<file path="config.mk">
export PLATFORM = sky130hd
export DESIGN_NAME = packet_header_summary_parser_unit_flat
export DESIGN_NICKNAME = d
export VERILOG_FILES = /design/src/rtl/phsp_pkg.sv /design/src/rtl/phsp_if.sv /design/src/rtl/phsp_front.sv /design/src/rtl/phsp_queue.sv /design/src/rtl/phsp_back.sv /design/src/rtl/packet_header_summary_parser_unit.sv /design/src/flat_wrapper.sv
export VERILOG_INCLUDE_DIRS = /design/src /design/src/rtl
export SDC_FILE = /design/constraint.sdc
export NUM_CORES = 1
export LEC_CHECK = 0
export ABC_AREA = 1
export BUFFER_PORTS_ARGS = -buffer_cell sky130_fd_sc_hd__buf_2
export CAP_MARGIN = 20
export CORE_AREA = 8 8 266 268
export DETAILED_ROUTE_END_ITERATION = 8
export DIE_AREA = 0 0 274 276
export SKIP_CTS_REPAIR_TIMING = 1
export SYNTH_ARGS = -nofsm -noshare
export SYNTH_HDL_FRONTEND = slang
export SYNTH_SLANG_ARGS = --single-unit
</file>
<file path="constraint.sdc">
create_clock -name clock -period 26.3 [get_ports clock]
set_input_delay 1.315 -clock clock [delete_from_list [all_inputs] [get_ports clock]]
set_output_delay 1.315 -clock clock [all_outputs]
set_load 0.03 [all_outputs]
</file>
<file path="src/rtl/assert_macros.svh">
// Assertion macros shared by the parser RTL.
// Depends on nothing; included by files that carry concurrent checks.
`ifndef ASSERT_MACROS_SVH
`define ASSERT_MACROS_SVH

// Condition that must hold at every clock edge outside reset.
`define PHSP_ASSERT_ALWAYS(label, clk, rst, cond, msg) \
   label: assert property (@(posedge clk) disable iff (rst) (cond)) else $error(msg);

// Consequent that must hold in the cycle after the antecedent.
`define PHSP_ASSERT_NEXT(label, clk, rst, ante, cons, msg) \
   label: assert property (@(posedge clk) disable iff (rst) (ante) |=> (cons)) \
      else $error(msg);

`endif

</file>
<file path="src/rtl/phsp_pkg.sv">
// Package for the packet header summary parser: constants, codes and record types.
// Depends on nothing; used by all parser modules.
`default_nettype none

package phsp_pkg;

   // Header window kept per frame: byte positions 12 through 39.
   localparam int unsigned HDR_FIRST = 12;
   localparam int unsigned HDR_LAST  = 39;
   localparam int unsigned HDR_SPAN  = HDR_LAST - HDR_FIRST + 1;

   // Offsets inside the window (position minus HDR_FIRST).
   localparam int unsigned OFS_ETYPE  = 0;   // positions 12..13
   localparam int unsigned OFS_VER    = 2;   // position 14
   localparam int unsigned OFS_TOTLEN = 4;   // positions 16..17
   localparam int unsigned OFS_V6PAY  = 6;   // positions 18..19
   localparam int unsigned OFS_V6NH   = 8;   // position 20
   localparam int unsigned OFS_TTL    = 10;  // position 22
   localparam int unsigned OFS_PROTO  = 11;  // position 23
   localparam int unsigned OFS_SADDR  = 14;  // positions 26..29
   localparam int unsigned OFS_DADDR  = 18;  // positions 30..33
   localparam int unsigned OFS_SPORT  = 22;  // positions 34..35
   localparam int unsigned OFS_DPORT  = 24;  // positions 36..37
   localparam int unsigned OFS_UDPLEN = 26;  // positions 38..39

   localparam logic [15:0] COUNT_MAX = 16'hFFFF;

   localparam logic [15:0] ETHERTYPE_IPV4 = 16'h0800;
   localparam logic [15:0] ETHERTYPE_IPV6 = 16'h86DD;

   localparam logic [7:0] PROTO_ICMP = 8'd1;
   localparam logic [7:0] PROTO_TCP  = 8'd6;
   localparam logic [7:0] PROTO_UDP  = 8'd17;

   localparam logic [1:0] CLASS_SHORT = 2'd0;
   localparam logic [1:0] CLASS_OTHER = 2'd1;
   localparam logic [1:0] CLASS_IPV4  = 2'd2;
   localparam logic [1:0] CLASS_IPV6  = 2'd3;

   // Minimum frame lengths for each header to be complete.
   localparam logic [15:0] MIN_ETH  = 16'd14;
   localparam logic [15:0] MIN_IPV4 = 16'd34;
   localparam logic [15:0] MIN_UDP  = 16'd42;
   localparam logic [15:0] MIN_ICMP = 16'd42;
   localparam logic [15:0] MIN_TCP  = 16'd54;
   localparam logic [15:0] MIN_IPV6 = 16'd54;

   // Header sizes taken off to give the payload size.
   localparam logic [15:0] UDP_HDR_LEN  = 16'd8;
   localparam logic [15:0] ICMP_OVERHEAD = 16'd28;
   localparam logic [15:0] TCP_OVERHEAD  = 16'd40;
   localparam logic [15:0] IPV4_OVERHEAD = 16'd20;

   typedef logic [HDR_SPAN-1:0][7:0] hdr_window_type;

   // One finished frame as handed from the front end to the back end.
   typedef struct packed {
      logic [15:0]    frame_length;
      hdr_window_type hdr;
   } frame_record_type;

   // The summary fields of one result transaction.
   typedef struct packed {
      logic [15:0] frame_length;
      logic [1:0]  parse_class;
      logic [3:0]  l3_version;
      logic [7:0]  ip_ttl;
      logic [7:0]  l3_proto;
      logic [31:0] source_address;
      logic [31:0] dest_address;
      logic [15:0] source_port;
      logic [15:0] dest_port;
      logic [15:0] payload_length;
   } summary_type;

   typedef struct packed {
      logic [15:0] byte_count;
   } front_status_type;

   typedef struct packed {
      logic [1:0] count;
      logic       full;
   } queue_status_type;

endpackage

`default_nettype wire

</file>
<file path="src/rtl/phsp_if.sv">
// Valid/ready stream interfaces for the parser's byte input and summary output.
// Depends on nothing.
`default_nettype none

interface phsp_req_if;
   logic       valid;
   logic       ready;
   logic [7:0] data_byte;
   logic       last_byte;

   modport source (output valid, output data_byte, output last_byte, input ready);
   modport sink   (input valid, input data_byte, input last_byte, output ready);
endinterface

interface phsp_rsp_if;
   logic        valid;
   logic        ready;
   logic [15:0] frame_length;
   logic [1:0]  parse_class;
   logic [3:0]  l3_version;
   logic [7:0]  ip_ttl;
   logic [7:0]  l3_proto;
   logic [31:0] source_address;
   logic [31:0] dest_address;
   logic [15:0] source_port;
   logic [15:0] dest_port;
   logic [15:0] payload_length;

   modport source (
      output valid, output frame_length, output parse_class, output l3_version,
      output ip_ttl, output l3_proto, output source_address, output dest_address,
      output source_port, output dest_port, output payload_length, input ready
   );
   modport sink (
      input valid, input frame_length, input parse_class, input l3_version,
      input ip_ttl, input l3_proto, input source_address, input dest_address,
      input source_port, input dest_port, input payload_length, output ready
   );
endinterface

`default_nettype wire

</file>
<file path="src/rtl/phsp_front.sv">
// Front end: accepts frame bytes, counts them and captures the header window.
// Depends on phsp_pkg and phsp_req_if.
`default_nettype none

module phsp_front (
   input  logic                        clock,
   input  logic                        reset,
   phsp_req_if.sink                    req,
   output phsp_pkg::frame_record_type  rec,
   output logic                        rec_push,
   input  logic                        rec_full,
   output phsp_pkg::front_status_type  status
);
   import phsp_pkg::*;

   logic [15:0]    count_ff, count_in;
   logic [15:0]    len;
   hdr_window_type hdr_ff, hdr_in;
   logic           accept;

   // Stall only while the queue is full or reset is high.
   assign req.ready = !rec_full && !reset;
   assign accept    = req.valid && req.ready;

   // Length including the current byte, saturating.
   assign len = (count_ff == COUNT_MAX) ? COUNT_MAX : count_ff + 16'd1;

   // Merge the current byte into its window slot so the final byte is seen too.
   always_comb begin
      for (int i = 0; i < HDR_SPAN; i++) begin
         if (accept && (count_ff == 16'(HDR_FIRST + i))) begin
            hdr_in[i] = req.data_byte;
         end else begin
            hdr_in[i] = hdr_ff[i];
         end
      end
   end

   // Byte counter restarts after the final byte of a frame.
   always_comb begin
      count_in = count_ff;
      if (accept) begin
         count_in = req.last_byte ? 16'd0 : len;
      end
   end

   always_ff @(posedge clock) begin
      if (reset) begin
         count_ff <= 16'd0;
      end else begin
         count_ff <= count_in;
      end
   end

   always_ff @(posedge clock) begin
      hdr_ff <= hdr_in;
   end

   // A frame record is pushed on the final byte.
   assign rec_push         = accept && req.last_byte;
   assign rec.frame_length = len;
   assign rec.hdr          = hdr_in;
   assign status.byte_count = count_ff;

endmodule

`default_nettype wire

</file>
<file path="src/rtl/phsp_queue.sv">
// Two-entry queue of finished frame records between front and back end.
// Depends on phsp_pkg.
`default_nettype none

module phsp_queue (
   input  logic                        clock,
   input  logic                        reset,
   input  phsp_pkg::frame_record_type  push_rec,
   input  logic                        push,
   output logic                        full,
   output phsp_pkg::frame_record_type  pop_rec,
   output logic                        pop_valid,
   input  logic                        pop,
   output phsp_pkg::queue_status_type  status
);
   import phsp_pkg::*;

   frame_record_type entry_ff [2];
   logic             wr_ptr_ff, wr_ptr_in;
   logic             rd_ptr_ff, rd_ptr_in;
   logic [1:0]       count_ff, count_in;

   assign full      = (count_ff == 2'd2);
   assign pop_valid = (count_ff != 2'd0);
   assign pop_rec   = entry_ff[rd_ptr_ff];

   // Pointer and occupancy update.
   always_comb begin
      wr_ptr_in = push ? !wr_ptr_ff : wr_ptr_ff;
      rd_ptr_in = pop ? !rd_ptr_ff : rd_ptr_ff;
      count_in  = count_ff + {1'b0, push} - {1'b0, pop};
   end

   always_ff @(posedge clock) begin
      if (reset) begin
         wr_ptr_ff <= 1'b0;
         rd_ptr_ff <= 1'b0;
         count_ff  <= 2'd0;
      end else begin
         wr_ptr_ff <= wr_ptr_in;
         rd_ptr_ff <= rd_ptr_in;
         count_ff  <= count_in;
      end
   end

   always_ff @(posedge clock) begin
      if (push) begin
         entry_ff[wr_ptr_ff] <= push_rec;
      end
   end

   assign status.count = count_ff;
   assign status.full  = full;

endmodule

`default_nettype wire

</file>
<file path="src/rtl/phsp_back.sv">
// Back end: parses a frame record into a summary and holds it in the output register.
// Depends on phsp_pkg and phsp_rsp_if.
`default_nettype none

module phsp_back (
   input  logic                        clock,
   input  logic                        reset,
   input  phsp_pkg::frame_record_type  rec,
   input  logic                        rec_valid,
   output logic                        rec_pop,
   phsp_rsp_if.source                  rsp
);
   import phsp_pkg::*;

   function automatic logic [15:0] sub_clamp(input logic [15:0] a, input logic [15:0] b);
      return (a > b) ? a - b : 16'd0;
   endfunction

   summary_type sum;
   summary_type sum_ff;
   logic        valid_ff, valid_in;
   logic [15:0] len;
   logic [15:0] etype;
   logic [15:0] tot_len;
   logic [15:0] udp_len;
   logic [7:0]  proto4;

   assign len     = rec.frame_length;
   assign etype   = {rec.hdr[OFS_ETYPE], rec.hdr[OFS_ETYPE + 1]};
   assign tot_len = {rec.hdr[OFS_TOTLEN], rec.hdr[OFS_TOTLEN + 1]};
   assign udp_len = {rec.hdr[OFS_UDPLEN], rec.hdr[OFS_UDPLEN + 1]};
   assign proto4  = rec.hdr[OFS_PROTO];

   // Classify the frame and pull out the fields its headers allow.
   always_comb begin
      sum              = '0;
      sum.frame_length = len;
      if (len >= MIN_ETH) begin
         if (etype == ETHERTYPE_IPV4) begin
            sum.parse_class = CLASS_IPV4;
            if (len >= MIN_IPV4) begin
               sum.l3_version     = rec.hdr[OFS_VER][7:4];
               sum.ip_ttl         = rec.hdr[OFS_TTL];
               sum.l3_proto       = proto4;
               sum.source_address = {rec.hdr[OFS_SADDR], rec.hdr[OFS_SADDR + 1],
                                     rec.hdr[OFS_SADDR + 2], rec.hdr[OFS_SADDR + 3]};
               sum.dest_address   = {rec.hdr[OFS_DADDR], rec.hdr[OFS_DADDR + 1],
                                     rec.hdr[OFS_DADDR + 2], rec.hdr[OFS_DADDR + 3]};
               if (proto4 == PROTO_UDP) begin
                  if (len >= MIN_UDP) begin
                     sum.source_port    = {rec.hdr[OFS_SPORT], rec.hdr[OFS_SPORT + 1]};
                     sum.dest_port      = {rec.hdr[OFS_DPORT], rec.hdr[OFS_DPORT + 1]};
                     sum.payload_length = sub_clamp(udp_len, UDP_HDR_LEN);
                  end
               end else if (proto4 == PROTO_ICMP) begin
                  if (len >= MIN_ICMP) begin
                     sum.payload_length = sub_clamp(tot_len, ICMP_OVERHEAD);
                  end
               end else if (proto4 == PROTO_TCP) begin
                  if (len >= MIN_TCP) begin
                     sum.source_port    = {rec.hdr[OFS_SPORT], rec.hdr[OFS_SPORT + 1]};
                     sum.dest_port      = {rec.hdr[OFS_DPORT], rec.hdr[OFS_DPORT + 1]};
                     sum.payload_length = sub_clamp(tot_len, TCP_OVERHEAD);
                  end
               end else begin
                  sum.payload_length = sub_clamp(tot_len, IPV4_OVERHEAD);
               end
            end
         end else if (etype == ETHERTYPE_IPV6) begin
            sum.parse_class = CLASS_IPV6;
            if (len >= MIN_IPV6) begin
               sum.l3_version     = rec.hdr[OFS_VER][7:4];
               sum.payload_length = {rec.hdr[OFS_V6PAY], rec.hdr[OFS_V6PAY + 1]};
               sum.l3_proto       = rec.hdr[OFS_V6NH];
            end
         end else begin
            sum.parse_class = CLASS_OTHER;
         end
      end else begin
         sum.parse_class = CLASS_SHORT;
      end
   end

   // Load the output register whenever it is empty or being drained.
   assign rec_pop = rec_valid && (!valid_ff || rsp.ready);

   always_comb begin
      valid_in = valid_ff;
      if (rec_pop) begin
         valid_in = 1'b1;
      end else if (rsp.ready) begin
         valid_in = 1'b0;
      end
   end

   always_ff @(posedge clock) begin
      if (reset) begin
         valid_ff <= 1'b0;
      end else begin
         valid_ff <= valid_in;
      end
   end

   always_ff @(posedge clock) begin
      if (rec_pop) begin
         sum_ff <= sum;
      end
   end

   assign rsp.valid          = valid_ff;
   assign rsp.frame_length   = sum_ff.frame_length;
   assign rsp.parse_class    = sum_ff.parse_class;
   assign rsp.l3_version     = sum_ff.l3_version;
   assign rsp.ip_ttl         = sum_ff.ip_ttl;
   assign rsp.l3_proto       = sum_ff.l3_proto;
   assign rsp.source_address = sum_ff.source_address;
   assign rsp.dest_address   = sum_ff.dest_address;
   assign rsp.source_port    = sum_ff.source_port;
   assign rsp.dest_port      = sum_ff.dest_port;
   assign rsp.payload_length = sum_ff.payload_length;

endmodule

`default_nettype wire

</file>
<file path="src/rtl/packet_header_summary_parser_unit.sv">
// Top level of the packet header summary parser: front end, record queue, back end.
// Depends on phsp_pkg, phsp_if, phsp_front, phsp_queue, phsp_back and assert_macros.svh.
//
//   Channel      Direction  Transaction
//   req_stream   in         one frame byte with a final-byte flag
//   rsp_stream   out        one frame summary, after each final byte
//
// One byte is accepted per cycle while ready is high; bytes are only counted and captured.
// After its final byte, a summary passes through the queue, then the output register.
// Input stalls only when the two-entry record queue is full, which takes a
// stalled output channel; ready is low during reset.
// Synchronous reset clears the byte count, the queue and the output valid.
`default_nettype none
`include "assert_macros.svh"

module packet_header_summary_parser_unit (
   input  logic     clock,
   input  logic     reset,
   phsp_req_if.sink   req_stream,
   phsp_rsp_if.source rsp_stream
);
   import phsp_pkg::*;

   frame_record_type front_rec;
   frame_record_type back_rec;
   logic             rec_push;
   logic             rec_full;
   logic             rec_valid;
   logic             rec_pop;
   front_status_type front_status;
   queue_status_type queue_status;

   phsp_front u_front (
      .clock    (clock),
      .reset    (reset),
      .req      (req_stream),
      .rec      (front_rec),
      .rec_push (rec_push),
      .rec_full (rec_full),
      .status   (front_status)
   );

   phsp_queue u_queue (
      .clock     (clock),
      .reset     (reset),
      .push_rec  (front_rec),
      .push      (rec_push),
      .full      (rec_full),
      .pop_rec   (back_rec),
      .pop_valid (rec_valid),
      .pop       (rec_pop),
      .status    (queue_status)
   );

   phsp_back u_back (
      .clock     (clock),
      .reset     (reset),
      .rec       (back_rec),
      .rec_valid (rec_valid),
      .rec_pop   (rec_pop),
      .rsp       (rsp_stream)
   );

   // Consistency checks between front end, queue and output register.
   `PHSP_ASSERT_ALWAYS(a_queue_bound, clock, reset, (queue_status.count != 2'd3), "queue overflow")
   `PHSP_ASSERT_NEXT(a_count_restart, clock, reset, (req_stream.valid && req_stream.ready && req_stream.last_byte), (front_status.byte_count == 16'd0), "byte count not restarted")
   `PHSP_ASSERT_NEXT(a_record_kept, clock, reset, (req_stream.valid && req_stream.ready && req_stream.last_byte), (queue_status.count != 2'd0 || rsp_stream.valid), "frame record lost")

endmodule

`default_nettype wire

</file>
<file path="src/flat_wrapper.sv">
// flat-port wrapper written by rule: the top's interface ports become plain ports
module packet_header_summary_parser_unit_flat import phsp_pkg::*;
  (clock, reset, req_stream_valid, req_stream_data_byte, req_stream_last_byte, req_stream_ready, rsp_stream_valid, rsp_stream_frame_length, rsp_stream_parse_class, rsp_stream_l3_version, rsp_stream_ip_ttl, rsp_stream_l3_proto, rsp_stream_source_address, rsp_stream_dest_address, rsp_stream_source_port, rsp_stream_dest_port, rsp_stream_payload_length, rsp_stream_ready);
  phsp_req_if req_stream_i ();
  phsp_rsp_if rsp_stream_i ();
  input  logic clock;
  input  logic reset;
  input wire logic [$bits(req_stream_i.valid)-1:0] req_stream_valid;
  input wire logic [$bits(req_stream_i.data_byte)-1:0] req_stream_data_byte;
  input wire logic [$bits(req_stream_i.last_byte)-1:0] req_stream_last_byte;
  output wire logic [$bits(req_stream_i.ready)-1:0] req_stream_ready;
  output wire logic [$bits(rsp_stream_i.valid)-1:0] rsp_stream_valid;
  output wire logic [$bits(rsp_stream_i.frame_length)-1:0] rsp_stream_frame_length;
  output wire logic [$bits(rsp_stream_i.parse_class)-1:0] rsp_stream_parse_class;
  output wire logic [$bits(rsp_stream_i.l3_version)-1:0] rsp_stream_l3_version;
  output wire logic [$bits(rsp_stream_i.ip_ttl)-1:0] rsp_stream_ip_ttl;
  output wire logic [$bits(rsp_stream_i.l3_proto)-1:0] rsp_stream_l3_proto;
  output wire logic [$bits(rsp_stream_i.source_address)-1:0] rsp_stream_source_address;
  output wire logic [$bits(rsp_stream_i.dest_address)-1:0] rsp_stream_dest_address;
  output wire logic [$bits(rsp_stream_i.source_port)-1:0] rsp_stream_source_port;
  output wire logic [$bits(rsp_stream_i.dest_port)-1:0] rsp_stream_dest_port;
  output wire logic [$bits(rsp_stream_i.payload_length)-1:0] rsp_stream_payload_length;
  input wire logic [$bits(rsp_stream_i.ready)-1:0] rsp_stream_ready;
  assign req_stream_i.valid = req_stream_valid;
  assign req_stream_i.data_byte = req_stream_data_byte;
  assign req_stream_i.last_byte = req_stream_last_byte;
  assign req_stream_ready = req_stream_i.ready;
  assign rsp_stream_valid = rsp_stream_i.valid;
  assign rsp_stream_frame_length = rsp_stream_i.frame_length;
  assign rsp_stream_parse_class = rsp_stream_i.parse_class;
  assign rsp_stream_l3_version = rsp_stream_i.l3_version;
  assign rsp_stream_ip_ttl = rsp_stream_i.ip_ttl;
  assign rsp_stream_l3_proto = rsp_stream_i.l3_proto;
  assign rsp_stream_source_address = rsp_stream_i.source_address;
  assign rsp_stream_dest_address = rsp_stream_i.dest_address;
  assign rsp_stream_source_port = rsp_stream_i.source_port;
  assign rsp_stream_dest_port = rsp_stream_i.dest_port;
  assign rsp_stream_payload_length = rsp_stream_i.payload_length;
  assign rsp_stream_i.ready = rsp_stream_ready;
  packet_header_summary_parser_unit u_core (.clock(clock), .reset(reset), .req_stream(req_stream_i), .rsp_stream(rsp_stream_i));
endmodule
</file>
==> results.sh <==
export IMPL_outcome="finished, final reports clean"
export IMPL_fill_cells=5876
export IMPL_p_leak_nw=12.9
export IMPL_synthArstFlopShare=0
export IMPL_vdd_ir_drop_max_uv=56.5
export IMPL_slew_violations=0
export IMPL_gr_total_overflow=0
export IMPL_firstDrtPassIters=7
export IMPL_port_buffers=164
export IMPL_cts_buffers=79
export IMPL_fin_tns_setup_ns=0
export IMPL_synth_common_cells="925 x nand2_1, 558 x edfxtp_1, 214 x o21ai_0"
export IMPL_clkTransAtPathRegs_ns=0.06
export IMPL_dieArea_mm2=0.0756
export IMPL_fin_worst_skew_ns=0.0276
export IMPL_htreeDepth=3
export IMPL_totalWireLength_mm=70.9
export IMPL_gp_congestion=0.854
export IMPL_yosysWarnings=0
export IMPL_critPathRequiredTime_ns=26.65
export IMPL_nets=2845
export IMPL_synth_seq_area_share=0.710
export IMPL_first_iter_violations=1386
export IMPL_synth_area_leaders="edfxtp_1 57%, dfxtp_1 14%, nand2_1 12%"
export IMPL_slew_headroom=0.219
export IMPL_synth_seq_cells=768
export IMPL_fin_util=0.507
export IMPL_crit_fanout=105
export IMPL_wl_per_cell_um=18.9
export IMPL_period_share=0.187
export IMPL_postSynthCellCount=2669
export IMPL_dp_final_hpwl_mm=42.3
export IMPL_avgSynthCellArea_um2=11.1
export IMPL_ant_nets=0
export IMPL_rows=95
export IMPL_worstSetupPathType="register to register"
export IMPL_drc=0
export IMPL_synth_top_cell_by_area="edfxtp_1"
export IMPL_instances_no_fill=3754
export IMPL_pin_count=165
export IMPL_synth_top_cell_area_share=0.568
export IMPL_grt_pass1_vias=18600
export IMPL_rrSetupSlack_ns=21.37
export IMPL_clk_latency_ns=0.63
export IMPL_synth_edf_count=558
export IMPL_rsz0062_at_grt="no"
export IMPL_synth_most_common_cell="nand2_1"
export IMPL_diodes=0
export IMPL_r2r_cells=12
export IMPL_start_util=0.443
export IMPL_clock_path_buffers=3
export IMPL_powerDensity_mw_per_mm2=101
export IMPL_chipWidth_um=274
export IMPL_grt_total_usage=0.183
export IMPL_core_mm2=0.0666
export IMPL_post_place_cells=3607
export IMPL_hold_depth=2
export IMPL_syn_area_mm2=0.0295
export IMPL_final_hold_viol_count=0
export IMPL_synth_main_ff_cell="edfxtp_1"
export IMPL_cts_tree="built"
export IMPL_crit_path_start_kind="register"
export IMPL_worstPathArrival_ns=5.28
export IMPL_fmax_mhz=203
export IMPL_hp_class="register to register"
export IMPL_setup_violations_final=0
export IMPL_cts_num_sinks=768
export IMPL_num_vias=19200
export IMPL_area_delta_synth_final_pct=14.4
export IMPL_synth_distinct_cells=47
export IMPL_layout_drive_gt1_share=0.131
export IMPL_grt_pass1_wl_mm=109
export IMPL_via_per_inst=5.11
export IMPL_tightest_slew_ns=1.17
export IMPL_crit_path_end_kind="register"
export IMPL_synth_fp_nets=2696
export IMPL_fin_crit_ns=4.93
export IMPL_cap_viol_max_count=0
export IMPL_grt_start_max_net_pins=174
export IMPL_grt_antenna_before_repair=3
export IMPL_root_buffer="clkbuf_16"
export IMPL_die_y_um=276
export IMPL_finalPower_w=0.00342
[metrics by stage]
step	hold WS [ns]	area (um2)	worst slack [ns]
global placement	0.463	31000	21.19
detailed placement	0.472	31000	21.09
CTS	0.481	33700	21.26
floorplan	0.455	29500	14.25
finish	0.479	33800	21.37
global route	0.520	33800	20.91
[worst max-delay path, cell delays in order, from the launching register on]
cell	delay [ns]
dfxtp_4	0.54
inv_6	0.72
buf_4	0.61
nand2_1	0.10
nand2_1	0.10
nand2_1	0.13
nor2_1	0.21
nand3_1	0.19
nand2_4	0.49
buf_4	0.62
inv_4	0.13
nand2_4	0.56
a21oi_1	0.09
[metal layers]
layer / GRT usage / routed length [um]
met2: 0.313 / 35200
met3: 0.0278 / 3610
met1: 0.237 / 30300
met4: 0.0613 / 1820
met5: 0 / 0
[final timing paths]
| kind | startpoint | to |
|---|---|---|
| max | register | u_core.u_back.rsp.dest_port[15] |
| min | u_core.u_front.status[9] | u_core.u_front.status[9] |
| max reg2reg | register | u_core.u_back.rsp.dest_port[15] |
| min reg2reg | u_core.u_front.status[9] | u_core.u_front.status[9] |
[cells in the final DEF, fill, tap and decap left out, types with 81 or more instances in the layout]
cell,n
nand3_1,96
edfxtp_1,558
nor2_1,131
buf_2,164
a21oi_1,118
nand2_1,925
clkbuf_16,81
inv_1,111
dfxtp_1,209
o21ai_0,214
[where the power goes]
group,leakage (nW),total (W),switching [W],internal (W)
sequential,7.21,0.00150,0.0000561,0.00145
clock,1.30,0.00113,0.000461,0.000671
combinational,4.43,0.000788,0.000609,0.000179
[cell type report]
type	instances	area, um2	share of cell area
flip-flops and latches	768	21000	0.621
multi-input cells	1662	7550	0.223
clock buffers	107	2200	0.0653
well taps	873	1090	0.0323
repair buffers	184	1030	0.0306
inverters	123	469	0.0139
clock inverters	37	464	0.0137
[state kept, by name, indices dropped and copies added, names as in the netlist, 2 cells and up, named ones only]
name,flops
u_core.u_queue.entry_ff,408
u_core.u_front.hdr_ff,188
u_core.u_back.rsp.dest_address,32
u_core.u_back.rsp.source_address,32
u_core.u_back.rsp.dest_port,16
u_core.u_back.rsp.frame_length,16
u_core.u_back.rsp.payload_length,16
u_core.u_back.rsp.source_port,16
u_core.u_front.status,16
u_core.u_back.rsp.ip_ttl,8
u_core.u_back.rsp.l3_proto,8
u_core.u_back.rsp.l3_version,4
u_core.u_back.rsp.parse_class,2
u_core.u_queue.count_ff,2
[cells by family (layout without fill, tap and decap cells)]
family          count (synthesis)  in the layout  synth area share
compound gates                393            393            0.0715
xor+xnor                       20             20           0.00593
fa+ha+maj                      14             14           0.00593
buf+inv                       239            451            0.0353
flops                         768            768             0.710
mux                            10             10           0.00339
simple gates                 1225           1225             0.168
(Power assumes the default switching activity.)
